File: config.mk
export PLATFORM = sky130hd
export DESIGN_NAME = triangular_matrix_norm_core
export DESIGN_NICKNAME = d
export VERILOG_FILES = /design/src/rtl/core/tmn_pkg.sv /design/src/rtl/core/tmn_ram.sv /design/src/rtl/core/tmn_isqrt.sv /design/src/rtl/core/triangular_matrix_norm_core.sv
export SDC_FILE = /design/constraint.sdc
export NUM_CORES = 2
export LEC_CHECK = 0
export ABC_AREA = 1
export BUFFER_PORTS_ARGS = -buffer_cell sky130_fd_sc_hd__clkbuf_2
export CAP_MARGIN = 20
export CORE_MARGIN = 3
export CORE_UTILIZATION = 58
export CTS_CLUSTER_SIZE = 16
export DETAILED_ROUTE_END_ITERATION = 12
export HOLD_SLACK_MARGIN = 0.03
export PLACE_DENSITY = 0.8
export SYNTH_ARGS = -nofsm -noshare
export SYNTH_HDL_FRONTEND = slang
export SYNTH_SLANG_ARGS = --single-unit
File: constraint.sdc
create_clock -name clk -period 8.6 [get_ports clk]
set_input_delay 1.29 -clock clk [delete_from_list [all_inputs] [get_ports clk]]
set_output_delay 1.29 -clock clk [all_outputs]
set_load 0.1 [all_outputs]
File: src/rtl/core/tmn_pkg.sv
// Package: shared types and constants for the triangular matrix norm core.
`timescale 1ns / 1ps
`default_nettype none
package tmn_pkg;
  localparam int MAX_DIM_DEF   = 64;
  localparam int ELEM_BITS_DEF = 16;
  localparam int NORM_W        = 22;
  localparam int SQ_W          = 44;
  localparam int DIM_W         = 7;
  localparam int IDX_W         = 3;
  localparam logic [NORM_W-1:0] NORM_MAX = {NORM_W{1'b1}};

  typedef enum logic [1:0] {
    KIND_MAX_MAG = 2'd0,
    KIND_COL_SUM = 2'd1,
    KIND_ROW_SUM = 2'd2,
    KIND_FROB    = 2'd3
  } kind_t;

  typedef enum logic [IDX_W-1:0] {
    REG_NORM_KIND  = 3'd0,
    REG_LOWER_PART = 3'd1,
    REG_UNIT_DIAG  = 3'd2,
    REG_ROW_COUNT  = 3'd3,
    REG_COL_COUNT  = 3'd4
  } reg_idx_t;

  typedef enum logic [2:0] {
    ST_IDLE,
    ST_MAG,
    ST_ACC,
    ST_ROWRD,
    ST_ROWWR,
    ST_FROB,
    ST_OUT
  } state_t;

  typedef struct packed {
    logic start;
    logic busy;
    logic done;
  } sqrt_ctl_t;
endpackage
`default_nettype wire

File: src/rtl/core/tmn_ram.sv
// Generic single-port RAM with registered read.
`timescale 1ns / 1ps
`default_nettype none
module tmn_ram #(
  parameter int WIDTH = 22,
  parameter int DEPTH = 64
) (
  input  wire logic                     clk,
  input  wire logic                     we,
  input  wire logic [$clog2(DEPTH)-1:0] addr,
  input  wire logic [WIDTH-1:0]         wdata,
  output logic      [WIDTH-1:0]         rdata
);
  logic [WIDTH-1:0] mem [DEPTH];

  always_ff @(posedge clk) begin
    if (we) begin
      mem[addr] <= wdata;
    end
    rdata <= mem[addr];
  end
endmodule
`default_nettype wire

File: src/rtl/core/tmn_isqrt.sv
// Digit-serial integer square root, two radicand bits per cycle.
`timescale 1ns / 1ps
`default_nettype none
module tmn_isqrt #(
  parameter int IN_W = 44
) (
  input  wire logic              clk,
  input  wire logic              rst,
  input  wire logic              start,
  input  wire logic [IN_W-1:0]   radicand,
  output logic [IN_W/2-1:0]      root,
  output logic                   busy,
  output logic                   done
);
  localparam int HALF  = IN_W / 2;
  localparam int CNT_W = $clog2(HALF + 1);

  logic [IN_W-1:0]  rad;
  logic [HALF+1:0]  rem;
  logic [HALF-1:0]  res;
  logic [CNT_W-1:0] cnt;
  logic [HALF+1:0]  trial;
  logic [HALF+1:0]  shifted;

  always_comb begin
    shifted = {rem[HALF-1:0], rad[IN_W-1 -: 2]};
    trial   = {res, 2'b01};
  end

  always_ff @(posedge clk) begin
    if (rst) begin
      busy <= 1'b0;
      done <= 1'b0;
      cnt  <= '0;
    end else begin
      done <= 1'b0;
      if (start) begin
        busy <= 1'b1;
        cnt  <= CNT_W'(HALF);
      end else if (busy) begin
        cnt <= cnt - 1'b1;
        if (cnt == CNT_W'(1)) begin
          busy <= 1'b0;
          done <= 1'b1;
        end
      end
    end
  end

  always_ff @(posedge clk) begin
    if (start) begin
      rad <= radicand;
      rem <= '0;
      res <= '0;
    end else if (busy) begin
      rad <= {rad[IN_W-3:0], 2'b00};
      if (shifted >= trial) begin
        rem <= shifted - trial;
        res <= {res[HALF-2:0], 1'b1};
      end else begin
        rem <= shifted;
        res <= {res[HALF-2:0], 1'b0};
      end
    end
  end

  assign root = res;
endmodule
`default_nettype wire

File: src/rtl/core/triangular_matrix_norm_core.sv
// Top level: triangular/trapezoidal complex matrix norm core.
`timescale 1ns / 1ps
`default_nettype none
// Elements arrive column-major, one at a time: the core takes a new element
// only once it is through with the last. The two-bit-per-cycle square root of
// re^2+im^2 runs SQ_W/2 steps, one for each root bit. Then come its done strobe,
// the row-total memory read, the accumulate and write step, and the idle state
// in which the next element is taken. After the last element of a matrix the
// result moves into the output register; a Frobenius result first takes a
// further pass through the same root unit. One word per matrix leaves on the
// output and is held there under stall while the next matrix streams in.
// Input stalls whenever the core is not idle or cfg_valid is high, so also
// while a result waits for the previous one to leave.
module triangular_matrix_norm_core #(
  parameter int MAX_DIM   = tmn_pkg::MAX_DIM_DEF,
  parameter int ELEM_BITS = tmn_pkg::ELEM_BITS_DEF
) (
  input  wire logic                            clk,
  input  wire logic                            rst,
  input  wire logic                            in_valid,
  output logic                                 in_stall,
  input  wire logic signed [ELEM_BITS-1:0]     elem_re,
  input  wire logic signed [ELEM_BITS-1:0]     elem_im,
  output logic                                 out_valid,
  input  wire logic                            out_stall,
  output logic [tmn_pkg::NORM_W-1:0]           norm_value,
  input  wire logic                            cfg_valid,
  output logic                                 cfg_ready,
  input  wire logic [tmn_pkg::IDX_W-1:0]       cfg_index,
  input  wire logic [31:0]                     cfg_data
);
  localparam int NW  = tmn_pkg::NORM_W;
  localparam int SW  = tmn_pkg::SQ_W;
  localparam int PW  = $clog2(MAX_DIM) > 0 ? $clog2(MAX_DIM) : 1;
  localparam int DW  = tmn_pkg::DIM_W;
  localparam int EW  = ELEM_BITS;

  tmn_pkg::state_t state, state_next;
  tmn_pkg::kind_t  kind;
  logic            lower, unitd;
  logic [DW-1:0]   row_cnt, col_cnt;
  logic [PW-1:0]   row_pos, col_pos;
  logic [NW-1:0]   best, col_tot, mag;
  logic [SW-1:0]   sq_tot, sq, sq_term;
  logic [EW-1:0]   are, aim;
  logic [2*EW-1:0] are_sq, aim_sq;
  logic [2*EW:0]   sq_el;
  logic            restart;
  logic [PW-1:0]   rows_m1, cols_m1;
  logic            counted, diag, last_row, last_col;
  logic [NW:0]     col_sum, row_sum;
  logic [NW-1:0]   row_rd, row_wr;
  logic [NW-1:0]   col_fin, best_next;
  logic [SW:0]     sq_sum;
  logic [SW-1:0]   sq_fin;
  tmn_pkg::sqrt_ctl_t sctl;
  logic [SW-1:0]   rad;
  logic [SW/2-1:0] root;
  logic            cfg_fire, in_fire, out_load;

  function automatic logic [PW-1:0] dim_m1(input logic [DW-1:0] v);
    if (v == '0) return '0;
    if (32'(v) > MAX_DIM) return PW'(MAX_DIM - 1);
    return PW'(v - 1'b1);
  endfunction

  assign rows_m1  = dim_m1(row_cnt);
  assign cols_m1  = dim_m1(col_cnt);
  assign cfg_ready = (state == tmn_pkg::ST_IDLE);
  assign cfg_fire = cfg_valid && cfg_ready;
  assign in_stall = (state != tmn_pkg::ST_IDLE) || cfg_valid;
  assign in_fire  = in_valid && !in_stall;
  assign out_load = (state == tmn_pkg::ST_OUT) && (!out_valid || !out_stall);
  assign restart  = (row_pos > rows_m1) || (col_pos > cols_m1);

  assign diag     = (row_pos == col_pos);
  assign counted  = lower ? (row_pos >= col_pos) : (row_pos <= col_pos);
  assign last_row = (row_pos == rows_m1);
  assign last_col = (col_pos == cols_m1);

  assign are    = elem_re[EW-1] ? EW'(-elem_re) : EW'(elem_re);
  assign aim    = elem_im[EW-1] ? EW'(-elem_im) : EW'(elem_im);
  assign are_sq = {{EW{1'b0}}, are} * {{EW{1'b0}}, are};
  assign aim_sq = {{EW{1'b0}}, aim} * {{EW{1'b0}}, aim};
  assign sq_el  = {1'b0, are_sq} + {1'b0, aim_sq};
  assign sctl.start = (state == tmn_pkg::ST_IDLE && in_fire) ||
                      (state == tmn_pkg::ST_ROWWR && last_col && last_row &&
                       kind == tmn_pkg::KIND_FROB);
  assign rad = (state == tmn_pkg::ST_IDLE) ? SW'(sq_el) : sq_fin;

  tmn_isqrt #(.IN_W(SW)) u_isqrt (
    .clk(clk), .rst(rst), .start(sctl.start), .radicand(rad),
    .root(root), .busy(sctl.busy), .done(sctl.done)
  );

  always_comb begin
    if (!counted) begin
      mag     = '0;
      sq_term = '0;
    end else if (unitd && diag) begin
      mag     = NW'(1) << (EW - 1);
      sq_term = SW'(1) << (2 * EW - 2);
    end else begin
      mag     = (root > (SW/2)'(tmn_pkg::NORM_MAX)) ? tmn_pkg::NORM_MAX : NW'(root);
      sq_term = sq;
    end
    col_sum = {1'b0, col_tot} + {1'b0, mag};
    col_fin = col_sum[NW] ? tmn_pkg::NORM_MAX : col_sum[NW-1:0];
    row_sum = (col_pos == '0 ? {(NW+1){1'b0}} : {1'b0, row_rd}) + {1'b0, mag};
    row_wr  = row_sum[NW] ? tmn_pkg::NORM_MAX : row_sum[NW-1:0];
    sq_sum  = {1'b0, sq_tot} + {1'b0, sq_term};
    sq_fin  = sq_sum[SW] ? {SW{1'b1}} : sq_sum[SW-1:0];
    best_next = best;
    if (kind == tmn_pkg::KIND_MAX_MAG && mag > best) best_next = mag;
    if (kind == tmn_pkg::KIND_COL_SUM && last_row && col_fin > best) best_next = col_fin;
    if (kind == tmn_pkg::KIND_ROW_SUM && last_col && row_wr > best) best_next = row_wr;
  end

  tmn_ram #(.WIDTH(NW), .DEPTH(MAX_DIM)) u_rows (
    .clk(clk), .we(state == tmn_pkg::ST_ROWWR), .addr(row_pos),
    .wdata(row_wr), .rdata(row_rd)
  );

  always_comb begin
    state_next = state;
    case (state)
      tmn_pkg::ST_IDLE:  if (in_fire) state_next = tmn_pkg::ST_MAG;
      tmn_pkg::ST_MAG:   if (sctl.done) state_next = tmn_pkg::ST_ROWRD;
      tmn_pkg::ST_ROWRD: state_next = tmn_pkg::ST_ROWWR;
      tmn_pkg::ST_ROWWR: begin
        if (last_row && last_col) begin
          state_next = (kind == tmn_pkg::KIND_FROB) ? tmn_pkg::ST_FROB : tmn_pkg::ST_OUT;
        end else begin
          state_next = tmn_pkg::ST_IDLE;
        end
      end
      tmn_pkg::ST_FROB:  if (sctl.done) state_next = tmn_pkg::ST_OUT;
      tmn_pkg::ST_OUT:   if (out_load) state_next = tmn_pkg::ST_IDLE;
      default:           state_next = tmn_pkg::ST_IDLE;
    endcase
  end

  always_ff @(posedge clk) begin
    if (rst) begin
      state <= tmn_pkg::ST_IDLE;
    end else begin
      state <= state_next;
    end
  end

  always_ff @(posedge clk) begin
    if (rst) begin
      out_valid <= 1'b0;
    end else if (out_load) begin
      out_valid <= 1'b1;
    end else if (!out_stall) begin
      out_valid <= 1'b0;
    end
  end

  always_ff @(posedge clk) begin
    if (rst) begin
      kind    <= tmn_pkg::KIND_MAX_MAG;
      lower   <= 1'b0;
      unitd   <= 1'b0;
      row_cnt <= DW'(64);
      col_cnt <= DW'(64);
      row_pos <= '0;
      col_pos <= '0;
      best    <= '0;
      col_tot <= '0;
      sq_tot  <= '0;
    end else if (cfg_fire) begin
      case (cfg_index)
        tmn_pkg::REG_NORM_KIND:  kind    <= tmn_pkg::kind_t'(cfg_data[1:0]);
        tmn_pkg::REG_LOWER_PART: lower   <= cfg_data[0];
        tmn_pkg::REG_UNIT_DIAG:  unitd   <= cfg_data[0];
        tmn_pkg::REG_ROW_COUNT:  row_cnt <= cfg_data[DW-1:0];
        tmn_pkg::REG_COL_COUNT:  col_cnt <= cfg_data[DW-1:0];
        default: ;
      endcase
      row_pos <= '0;
      col_pos <= '0;
      best    <= '0;
      col_tot <= '0;
      sq_tot  <= '0;
    end else begin
      case (state)
        tmn_pkg::ST_IDLE: if (in_fire) begin
          sq <= SW'(sq_el);
          if (restart) begin
            row_pos <= '0;
            col_pos <= '0;
            best    <= '0;
            col_tot <= '0;
            sq_tot  <= '0;
          end
        end
        tmn_pkg::ST_ROWWR: begin
          best    <= best_next;
          col_tot <= last_row ? '0 : col_fin;
          if (last_row && last_col) begin
            sq_tot  <= '0;
            row_pos <= '0;
            col_pos <= '0;
          end else begin
            sq_tot <= sq_fin;
            if (last_row) begin
              row_pos <= '0;
              col_pos <= col_pos + 1'b1;
            end else begin
              row_pos <= row_pos + 1'b1;
            end
          end
        end
        tmn_pkg::ST_FROB: if (sctl.done) begin
          best <= (root > (SW/2)'(tmn_pkg::NORM_MAX)) ? tmn_pkg::NORM_MAX : NW'(root);
        end
        tmn_pkg::ST_OUT: if (out_load) begin
          norm_value <= best;
          best       <= '0;
        end
        default: ;
      endcase
    end
  end

  assert property (@(posedge clk) disable iff (rst)
    out_valid && out_stall |=> out_valid && $stable(norm_value))
    else $error("result changed while held");
  assert property (@(posedge clk) disable iff (rst)
    sctl.done |-> state == tmn_pkg::ST_MAG || state == tmn_pkg::ST_FROB)
    else $error("root finished outside a root state");
  assert property (@(posedge clk) disable iff (rst)
    in_fire |-> !sctl.busy)
    else $error("element taken while root busy");
endmodule
`default_nettype wire
==> flow_summary_export.csv <==
group,metric,value,unit
run_status,outcome,"complete, no violations",
drt,drtIter0Drc,7785,
finish,nets,10137,
critical_path,worst_path_max_delay_cell,"fa_1",
drt,drcViolationCount,0,
finish,syn_to_final_growth,11.4,%
logic_synthesis,syn_inst,8908,
critical_path,cpPeakStageDelay,600,ps
logic_synthesis,netlist_area,90600,sq um
worst_hold_path,hold_start,"best[19]",
critical_path,rrSetupSlack,980,ps
cts,clock-sinks,1702,
cts,clk_pin_slew_worst_paths,70,ps
cts,htreeDepth,4,
critical_path,rr_startpoint,"row_pos[0]",
place,dp_hpwl,168000,microns
critical_path,cp.arrival,8930,ps
floorplanning,die_h,401,microns
timing,fin_crit_sh,0.962,
worst_hold_path,whs_endpoint,"norm_value[19]",
global_route,grt_pass1_wl,383000,microns
drt,via_per_inst,5.93,
critical_path,cp_max_fo,5,
logic_synthesis,yosys.area.top_type,"edfxtp_1",
logic_synthesis,synth_top_area_share,0.500,
logic_synthesis,synthTopCellsByArea,"edfxtp_1 (50%), nand2_1 (10%), fa_1 (8.5%)",
logic_synthesis,synth_edf_count,1507,
floorplanning,die_x,401,microns
cts,cts_root_buf,"clkbuf_16",
cts,insertion_delay,830,ps
global_route,track_usage,0.311,
logic_synthesis,ys_ff_latch,1702,
drt,wire_per_inst,22.2,microns
timing,setup_viol,0,
floorplanning,core-area,155000,sq um
drt,ant_nets,0,
floorplanning,io-pin-count,97,
finish,drive_above_1_share,0.0954,
cts,clock_path_buffers,3,
cts,cts_tree,"yes",
worst_hold_path,hold_class,"reg2reg",
place,place.gp.congestion,0.997,
logic_synthesis,ys.flop_type,"edfxtp_1",
cts,cts_hold_buf,0,
timing,tightestPinTransition,1070,ps
worst_hold_path,worstHoldPathCells,0,
critical_path,worstSetupEndpointType,"flip-flop",
place,port_buffers,71,
floorplanning,die_area,161000,sq um
drt,first_pass_iters,7,
finish,fillers,11459,
timing,relSlewSlack,0.287,
global_route,antenna_found_initial,5,
logic_synthesis,synth_async_sr_flop_share,0,
critical_path,cp.required,9250,ps
cts,numCtsBuffers,156,
timing,layout_setup_ws,323,ps
floorplanning,row_count,144,
job,max_cap_viol_count,0,
global_route,grt_pass1_vias,66719,
drt,wl,254000,microns
drt,routed-via-count,67966,
critical_path,start_kind,"input pin",
place,dp_slack,-569,ps
timing,hold_viol_final,0,
logic_synthesis,ys_warn_count,0,
logic_synthesis,avgSynthCellArea,10.2,sq um
critical_path,worstReg2RegEnd,"best[17]",
timing,fmax,0.121,GHz
timing,period_needed,8280,ps
timing,fin_skew,53.2,ps
timing,slew_violations,0,
critical_path,reg2reg_depth,30,
critical_path,crit_type,"in2reg",
global_route,grt.overflow.total,0,
logic_synthesis,synth_seq_area_share,0.543,
logic_synthesis,ys_types,60,
global_route,grt_max_degree,125,
floorplanning,initial_core_util,0.586,
[cells in the final DEF, fill, tap and decap left out, types with 73 or more instances in the layout]
cell | netlist | layout
a22oi_1 | 205 | 205
clkbuf_16 | 0 | 159
nand3_1 | 323 | 314
a21oi_1 | 297 | 296
nand4_1 | 188 | 188
o21ai_0 | 172 | 168
inv_1 | 1261 | 1254
nand2_1 | 2492 | 2480
nor2_2 | 6 | 73
edfxtp_1 | 1507 | 1507
dfxtp_1 | 195 | 195
a221oi_1 | 113 | 113
ha_1 | 392 | 391
nor2_1 | 631 | 555
buf_4 | 4 | 407
fa_1 | 385 | 385
[synth_stat cells, types with 4 or more instances]
cell type and count:
nand2_1 2492, edfxtp_1 1507, inv_1 1261, nor2_1 631, ha_1 392, fa_1 385, nand3_1 323, a21oi_1 297
a22oi_1 205, dfxtp_1 195, nand4_1 188, o21ai_0 172, buf_2 125, a221oi_1 113, clkbuf_1 110, xor2_1 69
nor3_1 62, buf_1 35, xnor2_1 29, a22o_1 26, or2_2 26, o22ai_1 23, o211ai_1 22, and3_1 21
o21bai_1 20, a21o_1 16, inv_2 15, o2111ai_1 14, nand3_2 13, o2111a_1 12, and2_1 9, clkinv_1 9
buf_6 8, nand3b_1 8, nand2_2 7, nor2_2 6, nor4_1 6, o31ai_1 6, a31o_2 5, a31oi_1 4
buf_4 4, nor3_2 4, o21ai_1 4
[critical path: cells and delay by family]
family / cells / cell delay, ps
AOI/OAI and AO/OA: 1 / 130
buffers and inverters: 12 / 1270
xor gates and xnor gates: 1 / 230
and+or+nand+nor: 12 / 1610
adders and majority gates: 9 / 4380
[final cells by class]
| type | count | area, sq um | area share |
|---|---|---|---|
| Sequential cell | 1702 | 49200 | 0.487 |
| Multi-Input combinational cell | 5659 | 35800 | 0.355 |
| Inverter | 1286 | 4860 | 0.0482 |
| Clock buffer | 206 | 4200 | 0.0416 |
| Timing Repair Buffer | 483 | 3510 | 0.0348 |
| Tap cell | 2044 | 2560 | 0.0254 |
| Clock inverter | 74 | 791 | 0.00784 |
| Antenna cell | 1 | 2.50 | 0.0000248 |
[metrics by stage]
step	hold slack [ps]	cell area (sq um)	setup TNS [ps]	util	cells
finish	431	101000	0	0.653	11455
global route	447	101000	-6.29	0.653	11454
CTS	433	101000	0	0.652	11452
detailed placement	428	95800	-14760	0.620	11172
global placement	419	95800	-10610	0.620	11172
floorplan	408	90700	0	-	8929
[registers in the layout, summed over array words and instances (netlist names), 5 cells and up]
register	cells
col_pos	6
u_isqrt.root	22
norm_value	22
sq_tot	44
u_rows.rdata	22
best	22
u_rows.mem	1408
u_isqrt.rem	22
u_isqrt.cnt	5
u_isqrt.rad	44
col_tot	22
row_cnt	7
row_pos	6
sq	33
col_cnt	7
[worst max-delay path by stage]
stage | from | endpoint | slack (ps)
2_1_floorplan | elem_im[0] | sq[20] | 6
3_3_place_gp | elem_re[0] | u_isqrt.rad[27] | -440
3_5_place_dp | elem_re[0] | u_isqrt.rad[20] | -570
4_1_cts | elem_re[0] | u_isqrt.rad[29] | 240
5_1_grt | elem_re[0] | u_isqrt.rad[28] | -5
6_report | elem_re[0] | u_isqrt.rad[27] | 320
[cells by family (layout without fill, tap and decap cells)]
kind of cell             after synthesis  after routing  share of synthesized area
AO/OA/AOI/OAI                        956            956                     0.0686
XOR/XNOR                              99             99                    0.00965
adder cells (fa/ha/maj)              777            777                      0.139
buffers and inverters               1568           2049                     0.0676
flip-flops                          1702           1702                      0.543
other                                  2             24                  0.0000829
AND/OR/NAND/NOR                     3804           3804                      0.172
[what timing repair did]
| item | 4_1_cts | 5_1_grt |
|---|---|---|
| resized for setup | 0 | 24 |
| setup buffers | 0 | 1 |
| setup endpoints to repair | 0 | 27 |
[routing by layer]
metal | vias up | global-route usage | wire, microns
li1 | 30450 | - | -
met1 | 32578 | 0.414 | 94700
met2 | 4213 | 0.494 | 117000
met3 | 721 | 0.0634 | 29600
met4 | 4 | 0.149 | 13000
met5 | - | 0 | 27
Power is left out: the tool's default activity adds up to more than one toggle a clock period on the data nets, which glitch-free logic cannot reach.
